### src/rtl/core/tccs_pkg.sv
`timescale 1ns / 1ps
// ----------------------------------------------------------------------------
// tccs_pkg
// Shared types and constants of the text console cursor and scroll unit.
// ----------------------------------------------------------------------------
package tccs_pkg;

	// fixed field widths
	localparam int CHAR_W = 8;
	localparam int ATTR_W = 8;
	localparam int CELL_W = 16;
	localparam int COL_W  = 7;
	localparam int ROW_W  = 5;
	localparam int CIDX_W = 11;
	localparam int OP_W   = 2;
	localparam int CFG_IDX_W = 1;

	// opcodes
	localparam logic [OP_W-1:0] OP_PUT_CHAR = 2'd0;
	localparam logic [OP_W-1:0] OP_CLEAR    = 2'd1;
	localparam logic [OP_W-1:0] OP_STATUS   = 2'd2;
	localparam logic [OP_W-1:0] OP_READ     = 2'd3;

	// register indexes
	localparam logic [CFG_IDX_W-1:0] REG_TEXT_ATTR   = 1'd0;
	localparam logic [CFG_IDX_W-1:0] REG_STATUS_ATTR = 1'd1;

	// character codes
	localparam logic [CHAR_W-1:0] CH_BS         = 8'h08;
	localparam logic [CHAR_W-1:0] CH_TAB        = 8'h09;
	localparam logic [CHAR_W-1:0] CH_LF         = 8'h0A;
	localparam logic [CHAR_W-1:0] CH_CR         = 8'h0D;
	localparam logic [CHAR_W-1:0] CH_SPACE      = 8'h20;
	localparam logic [CHAR_W-1:0] CH_LAST_PRINT = 8'h7F;

	// tab stops every eight columns
	localparam logic [COL_W:0] TAB_STEP = 8'd8;
	localparam logic [COL_W:0] TAB_MASK = ~(8'd8 - 8'd1);

	// attribute and cell reset values
	localparam logic [ATTR_W-1:0] TEXT_ATTR_RST   = 8'h0F;
	localparam logic [ATTR_W-1:0] STATUS_ATTR_RST = 8'h1F;
	localparam logic [CELL_W-1:0] INIT_STATUS_CELL = 16'h1F20;
	localparam logic [CELL_W-1:0] INIT_TEXT_CELL   = 16'h0F20;

	// sweep unit commands
	typedef enum logic [1:0] {
		SW_INIT = 2'd0,	// reset fill of the store
		SW_COPY = 2'd1,	// move cells up one row
		SW_ATTR = 2'd2,	// restamp status row attribute
		SW_FILL = 2'd3	// write blanks
	} sweep_mode_t;

	typedef struct packed {
		logic        go;
		sweep_mode_t mode;
	} sweep_ctl_t;

endpackage

### src/rtl/core/tccs_sweep.sv
`timescale 1ns / 1ps
// ----------------------------------------------------------------------------
// tccs_sweep
// Address walker over a range of the screen store: one cell per cycle,
// read in one cycle and written in the next.
// ----------------------------------------------------------------------------
module tccs_sweep #(
	parameter int COLUMNS = 80,
	parameter int CELLS   = 2000
) (
	input  logic                         clk,
	input  logic                         arst_n,
	input  tccs_pkg::sweep_ctl_t         ctl,
	input  logic [$clog2(CELLS)-1:0]     first,
	input  logic [$clog2(CELLS)-1:0]     last,
	input  logic [tccs_pkg::ATTR_W-1:0]  text_attr,
	input  logic [tccs_pkg::ATTR_W-1:0]  status_attr,
	input  logic [tccs_pkg::CELL_W-1:0]  rdata,
	output logic                         re,
	output logic [$clog2(CELLS)-1:0]     raddr,
	output logic                         we,
	output logic [$clog2(CELLS)-1:0]     waddr,
	output logic [tccs_pkg::CELL_W-1:0]  wdata,
	output logic                         done
);

	localparam int AW = $clog2(CELLS);

	logic                  active_q;
	logic                  wv_q;
	logic [AW-1:0]         ptr_q;
	logic [AW-1:0]         last_q;
	logic [AW-1:0]         waddr_q;
	tccs_pkg::sweep_mode_t mode_q;

	always_ff @(posedge clk or negedge arst_n) begin
		if (!arst_n) begin
			active_q <= 1'b0;
			wv_q     <= 1'b0;
		end else if (ctl.go) begin
			active_q <= 1'b1;
			wv_q     <= 1'b0;
		end else begin
			wv_q <= active_q;
			if (active_q && ptr_q == last_q) begin
				active_q <= 1'b0;
			end
		end
	end

	always_ff @(posedge clk) begin
		if (ctl.go) begin
			ptr_q  <= first;
			last_q <= last;
			mode_q <= ctl.mode;
		end else if (active_q) begin
			ptr_q <= ptr_q + AW'(1);
			// copy writes one row above the source
			waddr_q <= (mode_q == tccs_pkg::SW_COPY) ? ptr_q - AW'(COLUMNS) : ptr_q;
		end
	end

	assign re    = active_q && (mode_q == tccs_pkg::SW_COPY || mode_q == tccs_pkg::SW_ATTR);
	assign raddr = ptr_q;
	assign we    = wv_q;
	assign waddr = waddr_q;
	assign done  = wv_q && !active_q;

	always_comb begin
		unique case (mode_q)
			tccs_pkg::SW_INIT: begin
				wdata = (waddr_q < AW'(COLUMNS)) ? tccs_pkg::INIT_STATUS_CELL
				                                  : tccs_pkg::INIT_TEXT_CELL;
			end
			tccs_pkg::SW_COPY: begin
				wdata = rdata;
			end
			tccs_pkg::SW_ATTR: begin
				wdata = {status_attr, rdata[tccs_pkg::CHAR_W-1:0]};
			end
			tccs_pkg::SW_FILL: begin
				wdata = {text_attr, tccs_pkg::CH_SPACE};
			end
			default: begin
				wdata = {text_attr, tccs_pkg::CH_SPACE};
			end
		endcase
	end

endmodule

### config.mk
export PLATFORM = sky130hd
export DESIGN_NAME = tccs_sweep
export DESIGN_NICKNAME = d
export VERILOG_FILES = /design/src/rtl/core/tccs_pkg.sv /design/src/rtl/core/tccs_sweep.sv
export SDC_FILE = /design/constraint.sdc
export NUM_CORES = 1
export LEC_CHECK = 0
export BUFFER_PORTS_ARGS = -buffer_cell sky130_fd_sc_hd__buf_2
export CORE_MARGIN = 2
export CORE_UTILIZATION = 25
export DETAILED_ROUTE_END_ITERATION = 10
export PLACE_DENSITY = 0.48
export SYNTH_ARGS = -nofsm -noshare
export SYNTH_HDL_FRONTEND = slang
export SYNTH_SLANG_ARGS = --single-unit
export TNS_END_PERCENT = 10
### constraint.sdc
create_clock -name clk -period 4 [get_ports clk]
set_clock_uncertainty 0.1 [all_clocks]
set_input_delay 1.2 -clock clk [delete_from_list [all_inputs] [get_ports clk]]
set_output_delay 1.2 -clock clk [all_outputs]
set_load 0.1 [all_outputs]
==> insert_results.sql <==
INSERT INTO impl_metrics (metric_group, metric, value, unit) VALUES
('hold_path', 'hold_end', 'waddr[1]', ''),
('routing', 'top_layer', 'met4', ''),
('routing', 'detail_route.wl_per_cell', '12.8', 'um'),
('clocking', 'hold_buffers', '0', ''),
('yosys', 'synth.top_cell.area_share', '53.3', '%'),
('place', 'gpl.final_weighted_congestion', '0.743', ''),
('yosys', 'synth_nets', '238', ''),
('critical_path', 'timing_worst_setup_path_type', 'reg2out', ''),
('routing', 'final_antenna_violating_net_count', '0', ''),
('finish', 'sequential_cell_area', '1100', 'sq um'),
('critical_path', 'ff2ff_setup_slack', '2.12', 'ns'),
('yosys', 'mappedNetlistArea', '1970', 'sq um'),
('floorplan', 'fp.dieW', '92.8', 'um'),
('run', 'max_cap_violations', '0', ''),
('critical_path', 'timing.critical_path.slowest_stage_cell', 'sky130_fd_sc_hd__edfxtp_1', ''),
('finish', 'fill_cells', '797', ''),
('clocking', 'path_clk_slew', '0.07', 'ns'),
('routing', 'drcViolationCount', '0', ''),
('place', 'placement_stage_cell_area', '2570', 'sq um'),
('timing', 'min_period_over_period', '85.1', '%'),
('grt', 'grt_antenna_before_repair', '0', ''),
('yosys', 'synthDistinctLibCells', '33', ''),
('critical_path', 'crit_arrival', '2.10', 'ns'),
('hold_path', 'holdCritPathClass', 'reg2reg', ''),
('place', 'dp_hpwl', '3680', 'um'),
('floorplan', 'die_h', '92.8', 'um'),
('clocking', 'cts-buffers-inserted', '5', ''),
('yosys', 'yosysWarnings', '0', ''),
('clocking', 'worstSkewPairLatency', '0.28', 'ns'),
('yosys', 'synth_edf_count', '35', ''),
('clocking', 'cts_buffer_depth', '2', ''),
('yosys', 'synth-async-reset-ratio', '5.41', '%'),
('critical_path', 'worst-path-max-fanout', '10', ''),
('grt', 'pin_count_of_the_biggest_net_entering_global_routing', '32', ''),
('finish', 'multi_input_comb_area', '810', 'sq um'),
('power', 'power_per_cell_area', '493', 'nW/um^2'),
('clocking', 'h-tree-depth', '2', ''),
('critical_path', 'worst_setup_path_end_kind', 'output pin', ''),
('yosys', 'fraction_of_the_yosys_area_taken_by_sequential_cells', '55.8', '%'),
('timing', 'hold_viol', '0', ''),
('timing', 'rsz0062_at_grt', 'false', ''),
('timing', 'maxClockFrequency', '294', 'MHz'),
('critical_path', 'timing.critical_path.required', '2.70', 'ns'),
('clocking', 'cts_repair_resize_count', '0', ''),
('grt', 'grt_overflow_total', '0', ''),
('timing', 'setup_viol', '0', ''),
('yosys', 'synthDominantAreaCellType', 'sky130_fd_sc_hd__edfxtp_1', ''),
('timing', 'timing.final.max_slew_violations', '0', ''),
('clocking', 'numClockSinks', '37', ''),
('yosys', 'synth_common_cells', '35 x sky130_fd_sc_hd__edfxtp_1, 19 x sky130_fd_sc_hd__xnor2_1, 15 x sky130_fd_sc_hd__nand2_1', ''),
('outcome', 'status', 'finished clean', ''),
('routing', 'detail_route.iter0.violations', '102', ''),
('floorplan', 'core', '7690', 'sq um'),
('critical_path', 'critical_path.most_common_cell', 'sky130_fd_sc_hd__nor2_1', ''),
('hold_path', 'worst_hold_depth', '0', ''),
('routing', 'via_count', '1657', ''),
('grt', 'grt_pass1_vias', '1498', ''),
('timing', 'worst_pin_slew', '0.563', 'ns'),
('place', 'port_bufs', '99', ''),
('critical_path', 'cpPeakStageDelay', '0.42', 'ns'),
('critical_path', 'r2r_cells', '4', ''),
('yosys', 'yosysMostFrequentCell', 'sky130_fd_sc_hd__edfxtp_1', ''),
('grt', 'grt_first_pass_wirelength', '7230', 'um'),
('routing', 'detailedRoute.firstPassIterationCount', '4', ''),
('critical_path', 'rr_startpoint', 'raddr[0]', ''),
('timing', 'final.setup.tns', '0', 'ns'),
('clocking', 'clock_tree_from_tritoncts', 'done', ''),
('floorplan', 'floorplan.io_pins', '100', ''),
('clocking', 'postCtsSetupRepairBufs', '0', ''),
('floorplan', 'die_area', '8610', 'sq um'),
('routing', 'detail_route.wirelength.met1', '2110', 'um');
metrics by stage:
step / setup WS [ns] / total power (uW) / cells
4_1_cts: 0.568 / 1320 / 373
3_3_place_gp: 0.674 / 1070 / 365
2_1_floorplan: 0.0541 / 963 / 172
3_5_place_dp: 0.678 / 1070 / 365
5_1_grt: 0.401 / 1370 / 373
6_report: 0.595 / 1310 / 373
critical path: cells and delay by family (launching register included):
kind | cells | cell delay [ns]
simple gates | 3 | 0.51
buf+inv | 2 | 0.52
fa+ha+maj | 1 | 0.36
flops | 1 | 0.42
layout by cell type, fill, tap and decap left out, types with 3 or more instances in the layout:
master and instances:
sky130_fd_sc_hd__o21ai_0 9, sky130_fd_sc_hd__a22oi_1 4, sky130_fd_sc_hd__clkbuf_1 3, sky130_fd_sc_hd__a21oi_1 4
sky130_fd_sc_hd__nor2b_1 3, sky130_fd_sc_hd__edfxtp_1 35, sky130_fd_sc_hd__nor2_1 10, sky130_fd_sc_hd__a222oi_1 4
sky130_fd_sc_hd__xnor2_1 19, sky130_fd_sc_hd__nand3_1 7, sky130_fd_sc_hd__ha_1 7, sky130_fd_sc_hd__or4_1 4
sky130_fd_sc_hd__buf_2 99, sky130_fd_sc_hd__a31oi_1 3, sky130_fd_sc_hd__inv_1 5, sky130_fd_sc_hd__clkbuf_8 5
sky130_fd_sc_hd__nand2_1 15, sky130_fd_sc_hd__nand4_1 5, sky130_fd_sc_hd__and2_1 8
layer usage:
layer	vias up	track usage [%]
li1	825	-
met2	94	18.1
met5	-	0
met4	0	3.31
met1	732	13.2
met3	6	3.09
worst max-delay path by stage:
| stage | cells after the start | from | end | slack [ns] |
|---|---|---|---|---|
| 2_1_floorplan | 2 | text_attr[4] | wdata[12] | 0.05 |
| 3_3_place_gp | 4 | text_attr[5] | wdata[13] | 0.67 |
| 3_5_place_dp | 4 | text_attr[5] | wdata[13] | 0.68 |
| 4_1_cts | 6 | mode_q[0] | wdata[0] | 0.57 |
| 5_1_grt | 6 | mode_q[0] | wdata[2] | 0.40 |
| 6_report | 6 | mode_q[0] | wdata[0] | 0.60 |
report_power, final:
group | internal (uW) | total, uW | switching [uW] | leakage [uW]
logic | 109 | 540 | 431 | 0.000710
clock network | 124 | 250 | 126 | 0.0000395
registers | 473 | 518 | 44.5 | 0.000374
final cells by class:
class / instances / share of cell area [%]
Tap cell: 102 / 4.81
Multi-Input combinational cell: 119 / 30.5
Clock buffer: 8 / 3.02
Sequential cell: 37 / 41.5
Timing Repair Buffer: 101 / 19.3
Inverter: 6 / 0.849
kinds of logic after synthesis:
kind of cell    synth area share (%)
simple gates                    16.2
flops                           55.8
compound gates                  10.0
xor+xnor                        9.33
buf+inv                         3.11
fa+ha+maj                       4.44
mux                             1.08
registers in the layout (all words and copies together), names as in the netlist:
| signal | count |
|---|---|
| waddr | 11 |
| raddr | 11 |
| active_q | 1 |
| mode_q | 2 |
| last_q | 11 |
| we | 1 |
No activity file was read; power rests on OpenSTA's default activity.
